$ cat src/hdl/urc_pkg.sv
`default_nettype none
package urc_pkg;

  // Field widths
  localparam int unsigned TICK_W = 16;
  localparam int unsigned DIST_W = 11;

  // Trigger pulse length after reset, in ticks
  localparam logic [TICK_W-1:0] TRIG_TICKS_RESET = 16'd160;

  // Width / 58 as (width * 36158) >> 21, exact for any 16-bit width
  localparam logic [TICK_W-1:0] CM_RECIP = 16'd36158;
  localparam int unsigned CM_SHIFT = 21;
  localparam int unsigned PROD_W = 2 * TICK_W;

  typedef enum logic [1:0] {
    MODE_IDLE  = 2'd0,
    MODE_PULSE = 2'd1
  } mode_t;

  // Sequencer stage result, handed to the scaling stage
  typedef struct packed {
    logic              done;
    logic              busy;
    logic              ready;
    logic [TICK_W-1:0] width;
  } stage_t;

endpackage
`default_nettype wire

$ cat src/hdl/urc_ifs.sv
`default_nettype none
// Input item channel: one timer tick
interface urc_in_if;
  logic valid;
  logic ready;
  logic start_request;
  logic echo_level;
  logic read_request;

  modport source(output valid, start_request, echo_level, read_request, input ready);
  modport sink(input valid, start_request, echo_level, read_request, output ready);
endinterface

// Result item channel
interface urc_out_if;
  logic                       valid;
  logic                       ready;
  logic                       trigger_out;
  logic [urc_pkg::DIST_W-1:0] distance_cm;
  logic                       distance_ready;
  logic                       busy_res;

  modport source(output valid, trigger_out, distance_cm, distance_ready, busy_res,
                 input ready);
  modport sink(input valid, trigger_out, distance_cm, distance_ready, busy_res,
               output ready);
endinterface

// Configuration write channel: trigger_ticks
interface urc_cfg_if;
  logic                       valid;
  logic                       ready;
  logic [urc_pkg::TICK_W-1:0] data;

  modport source(output valid, data, input ready);
  modport sink(input valid, data, output ready);
endinterface
`default_nettype wire

$ cat src/hdl/urc_sequencer.sv
`default_nettype none
module urc_sequencer (
  input  wire logic    clk,
  input  wire logic    rst,
  urc_in_if.sink       samples,
  urc_cfg_if.sink      cfg,
  output urc_pkg::stage_t st,
  output logic         st_valid,
  input  wire logic    st_ready
);
  import urc_pkg::*;

  logic [TICK_W-1:0] trig_ticks;
  logic [TICK_W-1:0] tick_count;
  mode_t             mode;
  mode_t             mode_next;
  logic [TICK_W-1:0] trig_start;
  logic [TICK_W-1:0] echo_start;
  logic              awaiting_fall;
  logic              echo_prev;
  logic              ready_flag;
  logic              ready_next;

  logic              accept;
  logic              rise;
  logic              fall;
  logic              pulse_over;
  logic              started;
  logic              busy_next;
  logic [TICK_W-1:0] width;

  // Config is always writable
  assign cfg.ready = 1'b1;

  // Tick items flow unless the stage register is full and blocked
  assign samples.ready = !st_valid || st_ready;
  assign accept        = samples.valid && samples.ready;

  // Echo edges
  assign rise  = samples.echo_level && !echo_prev && !awaiting_fall;
  assign fall  = !samples.echo_level && echo_prev && awaiting_fall;
  assign width = tick_count - echo_start;

  assign pulse_over = (tick_count - trig_start) >= trig_ticks;

  // Sequencer next state; completion forces idle
  always_comb begin
    mode_next = MODE_IDLE;
    if (!fall) begin
      case (mode)
        MODE_PULSE: mode_next = pulse_over ? MODE_IDLE : MODE_PULSE;
        default:    mode_next = samples.start_request ? MODE_PULSE : MODE_IDLE;
      endcase
    end
  end

  // Sequencer outputs
  always_comb begin
    started   = 1'b0;
    busy_next = 1'b0;
    case (mode)
      MODE_PULSE: started = 1'b0;
      default:    started = !fall && samples.start_request;
    endcase
    case (mode_next)
      MODE_PULSE: busy_next = 1'b1;
      default:    busy_next = 1'b0;
    endcase
  end

  // Ready flag: completion overrides a clear
  always_comb begin
    ready_next = ready_flag;
    if (samples.read_request || started) begin
      ready_next = 1'b0;
    end
    if (fall) begin
      ready_next = 1'b1;
    end
  end

  // Configuration register
  always_ff @(posedge clk) begin
    if (rst) begin
      trig_ticks <= TRIG_TICKS_RESET;
    end else if (cfg.valid && cfg.ready) begin
      trig_ticks <= cfg.data;
    end
  end

  // Ranging state
  always_ff @(posedge clk) begin
    if (rst) begin
      tick_count    <= '0;
      mode          <= MODE_IDLE;
      trig_start    <= '0;
      echo_start    <= '0;
      awaiting_fall <= 1'b0;
      echo_prev     <= 1'b0;
      ready_flag    <= 1'b0;
    end else if (accept) begin
      tick_count <= tick_count + 1'b1;
      mode       <= mode_next;
      echo_prev  <= samples.echo_level;
      ready_flag <= ready_next;
      if (started) begin
        trig_start <= tick_count;
      end
      if (rise) begin
        echo_start    <= tick_count;
        awaiting_fall <= 1'b1;
      end else if (fall) begin
        awaiting_fall <= 1'b0;
      end
    end
  end

  // Stage register toward the scaling stage
  always_ff @(posedge clk) begin
    if (rst) begin
      st_valid <= 1'b0;
    end else if (accept) begin
      st_valid <= 1'b1;
    end else if (st_ready) begin
      st_valid <= 1'b0;
    end
  end

  always_ff @(posedge clk) begin
    if (accept) begin
      st.done  <= fall;
      st.busy  <= busy_next;
      st.ready <= ready_next;
      st.width <= width;
    end
  end

endmodule
`default_nettype wire

$ cat src/hdl/urc_scale.sv
`default_nettype none
module urc_scale (
  input  wire logic       clk,
  input  wire logic       rst,
  input  urc_pkg::stage_t st,
  input  wire logic       st_valid,
  output logic            st_ready,
  urc_out_if.source       results
);
  import urc_pkg::*;

  logic [PROD_W-1:0] prod;
  logic [DIST_W-1:0] quot;
  logic              advance;

  // Centimeters: width / 58 by reciprocal multiply
  assign prod = st.width * CM_RECIP;
  assign quot = prod[CM_SHIFT +: DIST_W];

  assign st_ready = !results.valid || results.ready;
  assign advance  = st_valid && st_ready;

  // Result valid
  always_ff @(posedge clk) begin
    if (rst) begin
      results.valid <= 1'b0;
    end else if (advance) begin
      results.valid <= 1'b1;
    end else if (results.ready) begin
      results.valid <= 1'b0;
    end
  end

  // Stored distance doubles as the result field
  always_ff @(posedge clk) begin
    if (rst) begin
      results.distance_cm <= '0;
    end else if (advance && st.done) begin
      results.distance_cm <= quot;
    end
  end

  always_ff @(posedge clk) begin
    if (advance) begin
      results.trigger_out    <= st.busy;
      results.busy_res       <= st.busy;
      results.distance_ready <= st.ready;
    end
  end

endmodule
`default_nettype wire

$ cat src/hdl/ultrasonic_range_controller.sv
`default_nettype none
// Ultrasonic ranging controller, one timer tick per item.
// Each accepted tick is registered in the sequencer stage, then in
// the scaling stage, whose 16x16 reciprocal multiply sets the split.
// Throughput: 1 tick per cycle while the result side keeps up.
// Reset (rst, synchronous): sequencer idle, timers and distance cleared,
// trigger_ticks back to 160.
module ultrasonic_range_controller (
  input  wire logic clk,
  input  wire logic rst,
  urc_in_if.sink    samples,
  urc_out_if.source results,
  urc_cfg_if.sink   cfg
);
  import urc_pkg::*;

  stage_t st;
  logic   st_valid;
  logic   st_ready;

  urc_sequencer u_seq (
    .clk      (clk),
    .rst      (rst),
    .samples  (samples),
    .cfg      (cfg),
    .st       (st),
    .st_valid (st_valid),
    .st_ready (st_ready)
  );

  urc_scale u_scale (
    .clk      (clk),
    .rst      (rst),
    .st       (st),
    .st_valid (st_valid),
    .st_ready (st_ready),
    .results  (results)
  );

endmodule
`default_nettype wire

$ cat src/flat_wrapper.sv
// flat-port wrapper written by rule: the top's interface ports become plain ports
module ultrasonic_range_controller_flat import urc_pkg::*;
  (clk, rst, samples_valid, samples_start_request, samples_echo_level, samples_read_request, samples_ready, results_valid, results_trigger_out, results_distance_cm, results_distance_ready, results_busy_res, results_ready, cfg_valid, cfg_data, cfg_ready);
  urc_in_if samples_i ();
  urc_out_if results_i ();
  urc_cfg_if cfg_i ();
  input  wire logic clk;
  input  wire logic rst;
  input wire logic [$bits(samples_i.valid)-1:0] samples_valid;
  input wire logic [$bits(samples_i.start_request)-1:0] samples_start_request;
  input wire logic [$bits(samples_i.echo_level)-1:0] samples_echo_level;
  input wire logic [$bits(samples_i.read_request)-1:0] samples_read_request;
  output wire logic [$bits(samples_i.ready)-1:0] samples_ready;
  output wire logic [$bits(results_i.valid)-1:0] results_valid;
  output wire logic [$bits(results_i.trigger_out)-1:0] results_trigger_out;
  output wire logic [$bits(results_i.distance_cm)-1:0] results_distance_cm;
  output wire logic [$bits(results_i.distance_ready)-1:0] results_distance_ready;
  output wire logic [$bits(results_i.busy_res)-1:0] results_busy_res;
  input wire logic [$bits(results_i.ready)-1:0] results_ready;
  input wire logic [$bits(cfg_i.valid)-1:0] cfg_valid;
  input wire logic [$bits(cfg_i.data)-1:0] cfg_data;
  output wire logic [$bits(cfg_i.ready)-1:0] cfg_ready;
  assign samples_i.valid = samples_valid;
  assign samples_i.start_request = samples_start_request;
  assign samples_i.echo_level = samples_echo_level;
  assign samples_i.read_request = samples_read_request;
  assign samples_ready = samples_i.ready;
  assign results_valid = results_i.valid;
  assign results_trigger_out = results_i.trigger_out;
  assign results_distance_cm = results_i.distance_cm;
  assign results_distance_ready = results_i.distance_ready;
  assign results_busy_res = results_i.busy_res;
  assign results_i.ready = results_ready;
  assign cfg_i.valid = cfg_valid;
  assign cfg_i.data = cfg_data;
  assign cfg_ready = cfg_i.ready;
  ultrasonic_range_controller u_core (.clk(clk), .rst(rst), .samples(samples_i), .results(results_i), .cfg(cfg_i));
endmodule
$ cat config.mk
export PLATFORM = sky130hd
export DESIGN_NAME = ultrasonic_range_controller_flat
export DESIGN_NICKNAME = d
export VERILOG_FILES = /design/src/hdl/urc_pkg.sv /design/src/hdl/urc_ifs.sv /design/src/hdl/urc_sequencer.sv /design/src/hdl/urc_scale.sv /design/src/hdl/ultrasonic_range_controller.sv /design/src/flat_wrapper.sv
export SDC_FILE = /design/constraint.sdc
export NUM_CORES = 1
export LEC_CHECK = 0
export ABC_AREA = 1
export ABC_CLOCK_PERIOD_IN_PS = 6920
export BUFFER_PORTS_ARGS = -buffer_cell sky130_fd_sc_hd__buf_4
export CAP_MARGIN = 20
export CORE_MARGIN = 10
export CORE_UTILIZATION = 50
export CTS_BUF_LIST = sky130_fd_sc_hd__clkbuf_4
export CTS_CLUSTER_SIZE = 12
export DETAILED_ROUTE_END_ITERATION = 6
export PLACE_DENSITY = 0.67
export SYNTH_ARGS = -nofsm -noshare
export SYNTH_HDL_FRONTEND = slang
export SYNTH_SLANG_ARGS = --single-unit
$ cat constraint.sdc
create_clock -name clk -period 6.92 [get_ports clk]
set_clock_uncertainty 0.2 [all_clocks]
set_input_delay 0.346 -clock clk [delete_from_list [all_inputs] [get_ports clk]]
set_output_delay 0.346 -clock clk [all_outputs]
set_load 0.01 [all_outputs]
After elaboration in Yosys (flattened, before gate mapping)
Cells that the tools add are included.
{ "word_totals": {"elab_cells": 61, "in_bits": 24, "out_inout_bits": 17, "register_bits": 103} }
{ "op_classes": {"order_cmp": 1, "n_mul": 1, "n_eq_ne": 2, "n_reduce_logical": 23, "muxes": 14, "n_addsub": 3} }
{ "ops": {"columns": ["op", "count"], "rows": [
  ["$sub 16x16->16", 2],
  ["$mul 16x15->31 const B", 1],
  ["$add 16x1->16 const B", 1],
  ["$ge 16x16->1", 1],
  ["$mux 1", 13],
  ["$logic_and 1x1->1", 8],
  ["$logic_not 1->1", 6],
  ["$reduce_and 2->1", 3],
  ["$reduce_bool 2->1", 3],
  ["$eq 2x1->1 const B", 2],
  ["$logic_or 1x1->1", 3],
  ["$mux 2", 1]
]} }

Logic depth before layout (Yosys ltp)
Gate-level depths: netlist of run 1.
{ "depth": {"word_depth": 9, "mapped_depth": 25} }

Cells and area by module
Synthesis of run 1 repeated with hierarchy kept, for this count alone.
{ "hier_totals": {"cells_unflattened": 1386, "hier_area_um2": 10766.6} }
{ "modules_own_cells": {"columns": ["module", "cells_each", "area_each_um2", "seq_area_each_um2", "n_inst"], "rows": [
  ["urc_scale", 731, 5626.6, 300.3, 1],
  ["urc_sequencer", 655, 5139.9, 1951.9, 1]
]} }

Worst setup path before layout of run 1
Ideal clock, no wire load.
{ "synth_path": {"path_kind": "reg-to-reg", "start": "register, netlist name u_core.u_seq.st[10]", "end": "register u_core.u_scale.results.distance_cm[1]", "period_less_slack_ps": 5130, "path_slack_ps": 1790, "arrival_ps": 4817, "setup_ps": 114, "path_stages_with_launch": 22, "cell_sequence": "edfxtp_1 fa_1 inv_1 fa_1 inv_1 fa_1 fa_1 fa_1 inv_1 fa_1 inv_1 ha_1 nand2_1 inv_1 a21oi_1 nand2_1 nand2_1 nand3b_1 nand2_1 nand2_1 o21bai_1 inv_1"} }
{ "synth_between": {"elab_chain_cells": 1} }
{ "synth_rtl": {"columns": ["element", "line_no", "source"], "rows": [
  ["$mul 16x15->31", "urc_scale.sv:17", "assign prod = st.width * CM_RECIP;"],
  ["end signal, assigned", "urc_scale.sv:39", "results.distance_cm <= quot;"],
  ["end, declared", "urc_ifs.sv:23", "modport source(output valid, trigger_out, distance_cm, distance_ready, busy_res,"]
]} }
Every way passes these cells.
A chain may end at the register's enable or synchronous reset.

Worst setup path after layout of run 1
{ "layout_path": {"start": "register, netlist name u_core.u_seq.st[10]", "end": "register u_core.u_scale.results.distance_cm[10]"} }
{ "layout_between": {"elab_chain_cells": 1} }
{ "layout_rtl": {"columns": ["element", "line_no"], "rows": [
  ["$mul 16x15->31", "urc_scale.sv:17"]
]} }
Every way passes these cells.

==> impl_metrics.yaml, run 1 <==
placement:
  dp_hpwl_mm: 20.4
  io_buffers: 39
  gp_congestion: 0.920
  place_inst: 1720
worst_hold_path:
  hold_end: "u_core.u_seq.st_valid"
  whs_path_depth: 3
  hp-start: "samples_valid"
  hold_path_class: "in2reg"
routing:
  wl_per_cell_um: 14.0
  ant_nets: 0
  drc: 0
  drt_first_pass_iters: 5
  routed_wl_mm: 24.6
  initialDrtViolationCount: 446
  vias_per_cell: 4.98
  vias: 8756
worst_setup_path:
  crit_fanout: 8
  cp_cell_sequence: "fa_1 -> inv_1 -> fa_1 -> inv_1 -> fa_1 -> fa_1 -> fa_1 -> inv_1 -> fa_1 -> inv_1 -> ha_1 -> nand2_1 -> inv_1 -> a21oi_1 -> nand3_1 -> nand2_1 -> nand2_1 -> nand2_1 -> nand3_1 -> nand2_1 -> inv_1"
  r2r_start: "u_core.u_seq.st[10]"
  cp_slowest_stage_delay_ns: 0.59
  r2r-end: "u_core.u_scale.results.distance_cm[10]"
  worst_r2r_path_depth: 21
  critPathSlowestCell: "edfxtp_1"
  worst_ep_required_time_ns: 7.13
  critPathTopFamily: "adder cells"
  worstSetupPathType: "reg2reg"
  startpoint_type: "register"
  reg2reg_slack_ns: 1.44
  worstPathArrival_ns: 5.69
  cp.buffers_inverters: 6
  worstSetupEndpointType: "register"
clock_network:
  clock_latency_ns: 0.50
  clockRootBuffer: "clkbuf_4"
  cts_buffer_depth: 2
  htreeDepth: 3
  cts_tree: "done"
  cts_setup_buffers: 0
  cts_buffers: 9
  clock_sinks: 102
  clk_pin_slew_worst_paths_ns: 0.19
yosys:
  synthTopCellsByArea: "ha_1, fa_1, dfxtp_1"
  synth.avg_cell_area_um2: 7.69
  synth_commonest_cells: "inv_1, nand2_1, ha_1"
  syn_inst: 1420
  ys.flop_type: "dfxtp_1"
  synthDistinctLibCells: 46
  synth.most_common_cell: "inv_1"
  synth_area_um2: 10900
  ys_ff_latch: 102
  ys_seq_area_frac: 0.206
  synth-edff-count: 21
  synth_top_area_frac: 0.191
  yosys_warnings: 0
  async_flop_share: 0
  synth_area_leader_cell: "ha_1"
  synth_nets: 1696
floorplan:
  row_count: 54
  coreArea_um2: 21700
  die_height_um: 168
  dieArea_um2: 28200
  fp.dieW_um: 168
  io_pins: 41
  start_util: 0.504
timing:
  tightest_slew_ns: 0.904
  timing.final.crit_share: 0.792
  drv_slew: 0
  relSlewSlack: 0.397
  period_needed_ns: 5.48
  clock.fmax_ghz: 0.182
  rsz0062_at_grt: "no"
  hold_viol: 0
  setup_viol: 0
  fin_tns_setup_ns: 0
grt:
  grt_pass1_wl_mm: 42.5
  grt_start_max_net_pins: 56
  antenna_found_initial: 0
  grt_pass1_vias: 9080
  globalRouteOverflowTotal: 0
  track_usage: 0.179
final_layout:
  antenna_cells: 0
  fillers: 2102
  final_cells: 1760
  layout-drive-gt1-share: 0.0622
  synthToLayoutAreaGrowth_pct: 8.66
  fin_nets: 1751
status:
  outcome: "completed"
job:
  cap_violations: 0
[metrics by stage]
step	instance area (um2)	worst slack, ns	util	hold WS, ns
after detailed placement	11500	1.43	0.529	0.214
final	11900	1.44	0.547	0.0754
after global routing	11900	1.10	0.547	0.0969
after CTS	11900	1.44	0.547	0.0575
after global placement	11500	1.52	0.529	0.208
after floorplan	10900	1.79	-	0.200
[final cells by class]
class | instances | area (um2) | share of cell area
timing repair buffer | 64 | 541 | 0.0455
sequential | 102 | 2250 | 0.190
clock inverter | 6 | 76.3 | 0.00643
clock buffer | 10 | 75.1 | 0.00632
multi-input combinational | 949 | 7270 | 0.612
tap | 280 | 350 | 0.0295
inverter | 349 | 1310 | 0.110
[sequential cells by signal, indices dropped and copies added, names as in the netlist]
signal	flops
u_core.u_seq.mode	1
u_core.u_seq.trig_start	16
u_core.u_seq.echo_prev	1
u_core.u_seq.ready_flag	1
u_core.u_seq.trig_ticks	16
u_core.u_scale.results.distance_ready	1
u_core.u_scale.results.distance_cm	11
u_core.u_scale.results.busy_res	1
u_core.u_scale.results.valid	1
u_core.u_seq.st_valid	1
u_core.u_seq.st	19
u_core.u_seq.awaiting_fall	1
u_core.u_seq.tick_count	16
u_core.u_seq.echo_start	16
[cell usage in the layout (no fill, tap or decap), drive strengths merged, types with 7 or more instances in the layout]
master         n
xor2          24
nor2          72
dfxtp         81
xnor2         10
buf           40
a21oi        116
o21ai         80
inv          352
fa            85
nor3          16
dlygate4sd3   24
nand4          9
edfxtp        21
o21a          11
nand2        267
clkbuf        10
ha           167
o21bai         7
a21o           7
nand3         57
[tightest hold or removal path: stages]
cell and delay (ns):
buf_4 0.09, nand2_4 0.15, a21oi_1 0.16
[worst max-delay path by stage]
| stage | startpoint | to | slack [ns] | depth (start not counted) |
|---|---|---|---|---|
| 6_report | u_core.u_seq.st[10] | u_core.u_scale.results.distance_cm[10] | 1.44 | 21 |
| 5_1_grt | u_core.u_seq.st[10] | u_core.u_scale.results.distance_cm[2] | 1.10 | 21 |
| 4_1_cts | u_core.u_seq.st[10] | u_core.u_scale.results.distance_cm[10] | 1.44 | 21 |
| 3_3_place_gp | u_core.u_seq.st[10] | u_core.u_scale.results.distance_cm[10] | 1.52 | 21 |
| 3_5_place_dp | u_core.u_seq.st[10] | u_core.u_scale.results.distance_cm[10] | 1.43 | 21 |
| 2_1_floorplan | u_core.u_seq.st[10] | u_core.u_scale.results.distance_cm[1] | 1.79 | 21 |
[routing by layer]
metal / wire, um / vias to the layer above / global-route usage
met3: 455 / 34 / 0.0203
li1: - / 4562 / -
met4: 414 / 0 / 0.0420
met2: 12700 / 95 / 0.338
met1: 11000 / 4065 / 0.211
met5: 0 / - / 0
[logic make-up after synthesis]
| logic type | count (synthesis) | synth area share |
|---|---|---|
| AND/OR/NAND/NOR | 429 | 0.174 |
| buffers and inverters | 369 | 0.129 |
| adder cells (fa/ha/maj) | 252 | 0.347 |
| AO/OA/AOI/OAI | 233 | 0.117 |
| flip-flops | 102 | 0.206 |
| XOR/XNOR | 34 | 0.0273 |
| other | 1 | 0.000343 |
[what timing repair did]
item | 4_1_cts | 5_1_grt
resized for setup | 0 | 0
hold buffers | 24 | 0
endpoints found under the hold margin | 25 | 0
Power of run 1 is left out: the tool's default activity adds up to more than one toggle a clock period on the data nets, which glitch-free logic cannot reach.
==> run 2: changes to the inputs <==
--- a/config.mk
+++ b/config.mk
@@ -6,7 +6,7 @@
 export NUM_CORES = 1
 export LEC_CHECK = 0
 export ABC_AREA = 1
-export ABC_CLOCK_PERIOD_IN_PS = 6920
+export ABC_CLOCK_PERIOD_IN_PS = 4800
 export BUFFER_PORTS_ARGS = -buffer_cell sky130_fd_sc_hd__buf_4
 export CAP_MARGIN = 20
 export CORE_MARGIN = 10
@@ -14,7 +14,7 @@
 export CTS_BUF_LIST = sky130_fd_sc_hd__clkbuf_4
 export CTS_CLUSTER_SIZE = 12
 export DETAILED_ROUTE_END_ITERATION = 6
-export PLACE_DENSITY = 0.67
+export PLACE_DENSITY = 0.69
 export SYNTH_ARGS = -nofsm -noshare
 export SYNTH_HDL_FRONTEND = slang
 export SYNTH_SLANG_ARGS = --single-unit
==> constraint.sdc (replaced) <==
create_clock -name clk -period 4.8 [get_ports clk]
set_clock_uncertainty 0.2 [all_clocks]
set_input_delay 0.24 -clock clk [delete_from_list [all_inputs] [get_ports clk]]
set_output_delay 0.24 -clock clk [all_outputs]
set_load 0.01 [all_outputs]
==> run 2 against run 1 <==
The flow now finishes with violations (setup timing). Hold slack worse by 0.020 ns. First-iteration DRC count up 19%. Sequential share of layout area down 1.4 points. Register-to-register slack worse by 1.8 ns. Final area up 8.0%. Utilization up 4.4 points. Flip-flop and latch count unchanged. Setup slack worse by 1.8 ns. Maximum frequency up 5.2%. Global-route usage up 0.56 points. Routed wire length up 4.1%. Critical endpoint is now u_core.u_scale.results.distance_cm[1].
==> impl_metrics.yaml, run 2 (synthesis results as in run 1) <==
timing:
  tightest_slew_ns: 0.914
  relSlewSlack: 0.390
  worst_slack_ns: -0.409
  timing.final.crit_share: 1.09
  rsz0062_at_grt: "yes"
  setup_viol: 11
  period_needed_ns: 5.21
  clock.fmax_ghz: 0.192
  drv_slew: 0
  hold_viol: 0
floorplan:
  fp.dieW_um: 168
  io_pins: 41
  dieArea_um2: 28200
  die_height_um: 168
  start_util: 0.504
  coreArea_um2: 21700
  row_count: 54
worst_hold_path:
  whs_path_depth: 5
  hp-start: "samples_start_request"
  hold_path_class: "in2reg"
  hold_end: "u_core.u_seq.st[17]"
routing:
  drt_first_pass_iters: 5
  drc: 0
  vias_per_cell: 4.93
  wl_per_cell_um: 13.9
  routed_wl_mm: 25.6
  initialDrtViolationCount: 531
  vias: 9087
  ant_nets: 0
clock_network:
  clockRootBuffer: "clkbuf_4"
  htreeDepth: 3
  clk_pin_slew_worst_paths_ns: 0.19
  cts_buffers: 9
  cts_buffer_depth: 2
  clock_latency_ns: 0.49
  clock_sinks: 102
  cts_tree: "done"
worst_setup_path:
  worstPathArrival_ns: 5.42
  reg2reg_slack_ns: -0.41
  worst_r2r_path_depth: 22
  worstSetupEndpointType: "register"
  r2r_start: "u_core.u_seq.st[13]"
  crit_fanout: 6
  worst_ep_required_time_ns: 5.01
  startpoint_type: "register"
  r2r-end: "u_core.u_scale.results.distance_cm[1]"
  worstSetupPathType: "reg2reg"
final_layout:
  fillers: 1951
  multi_input_area_um2: 7580
  mostFrequentLayoutCells: "inv_1, nand2_1, ha_1, buf_4, a21oi_1"
  layout-drive-gt1-share: 0.155
  largest_reg_flops: 19
  regArea_um2: 2250
  top_register: "u_core.u_seq.st"
  layout_commonest_cell: "inv_1"
  synthToLayoutAreaGrowth_pct: 17.4
  fin_nets: 1832
grt:
  grt_start_max_net_pins: 58
  grt_pass1_vias: 9414
  globalRouteOverflowTotal: 0
  grt_pass1_wl_mm: 43.8
  track_usage: 0.185
  antenna_found_initial: 1
status:
  violations: "setup timing"
  outcome: "finished with violations"
placement:
  dp_slack_ns: -0.370
  dp_hpwl_mm: 21.3
  gp_congestion: 0.949
  io_buffers: 39
job:
  cap_violations: 0
[run 2: changes by cell type in the layout (fill, tap and decap cells not counted), moves of 9 or more]
cell	previous run	this run
a21oi_1	115	106
nand2_2	7	26
inv_1	345	329
inv_2	3	17
nand2_1	259	235
buf_4	40	108
[run 2: layer usage]
| metal | share of wire | track usage | wire [um] | vias up |
|---|---|---|---|---|
| li1 | - | - | - | 4735 |
| met2 | 0.52 | 0.345 | 13400 | 100 |
| met3 | 0.016 | 0.0177 | 406 | 32 |
| met4 | 0.018 | 0.0466 | 469 | 0 |
| met1 | 0.44 | 0.222 | 11300 | 4220 |
| met5 | 0 | 0 | 0 | - |
[run 2: final cells by class]
class / instances / share of cell area
multi-input combinational: 949 / 0.591
sequential: 102 / 0.176
inverter: 349 / 0.103
timing repair buffer: 145 / 0.0928
tap: 280 / 0.0273
clock buffer: 9 / 0.00527
clock inverter: 7 / 0.00517
antenna: 1 / 0.000195
[run 2: how the worst max path moves through the flow]
stage                         from                                     end  depth (start not counted)
2_1_floorplan  u_core.u_seq.st[15]   u_core.u_scale.results.distance_cm[7]                         22
6_report       u_core.u_seq.st[13]   u_core.u_scale.results.distance_cm[1]                         22
3_3_place_gp   u_core.u_seq.st[13]   u_core.u_scale.results.distance_cm[0]                         22
4_1_cts        u_core.u_seq.st[14]   u_core.u_scale.results.distance_cm[1]                         22
5_1_grt        u_core.u_seq.st[13]   u_core.u_scale.results.distance_cm[1]                         22
3_5_place_dp   u_core.u_seq.st[13]  u_core.u_scale.results.distance_cm[10]                         21
[run 2: metrics by stage]
| stage | hold WS (ns) | std cells | TNS (ns) | util | cell area (um2) |
|---|---|---|---|---|---|
| 2_1_floorplan | 0.140 | 1420 | -0.302 | - | 11100 |
| 3_3_place_gp | 0.207 | 1788 | -3.38 | 0.559 | 12100 |
| 3_5_place_dp | 0.206 | 1788 | -3.75 | 0.559 | 12100 |
| 4_1_cts | 0.0286 | 1835 | -3.70 | 0.581 | 12600 |
| 5_1_grt | 0.0460 | 1842 | -6.32 | 0.591 | 12800 |
| 6_report | 0.0558 | 1842 | -4.09 | 0.591 | 12800 |
[run 2: repair_timing]
| item | CTS | global route |
|---|---|---|
| resized for setup | 13 | 51 |
| hold endpoints to repair | 32 | 0 |
| pin swaps | 15 | 24 |
| setup endpoints to repair | 11 | 11 |
| hold buffers | 30 | 0 |
| buffers inserted | 1 | 6 |
[run 2: critical path, stage by stage, from the launching register on]
cell,delay (ns)
edfxtp_1,0.57
fa_1,0.55
inv_1,0.05
fa_1,0.50
inv_2,0.05
fa_1,0.53
fa_2,0.45
fa_1,0.51
inv_2,0.04
fa_1,0.49
inv_2,0.05
ha_4,0.23
nand2_4,0.10
inv_4,0.05
nand2_2,0.07
nand2_2,0.06
nand2_2,0.06
nand2_2,0.06
nand3b_1,0.19
nand2_1,0.08
nand2_1,0.04
o21bai_1,0.15
inv_1,0.05
Power of run 2 is left out for the same reason.
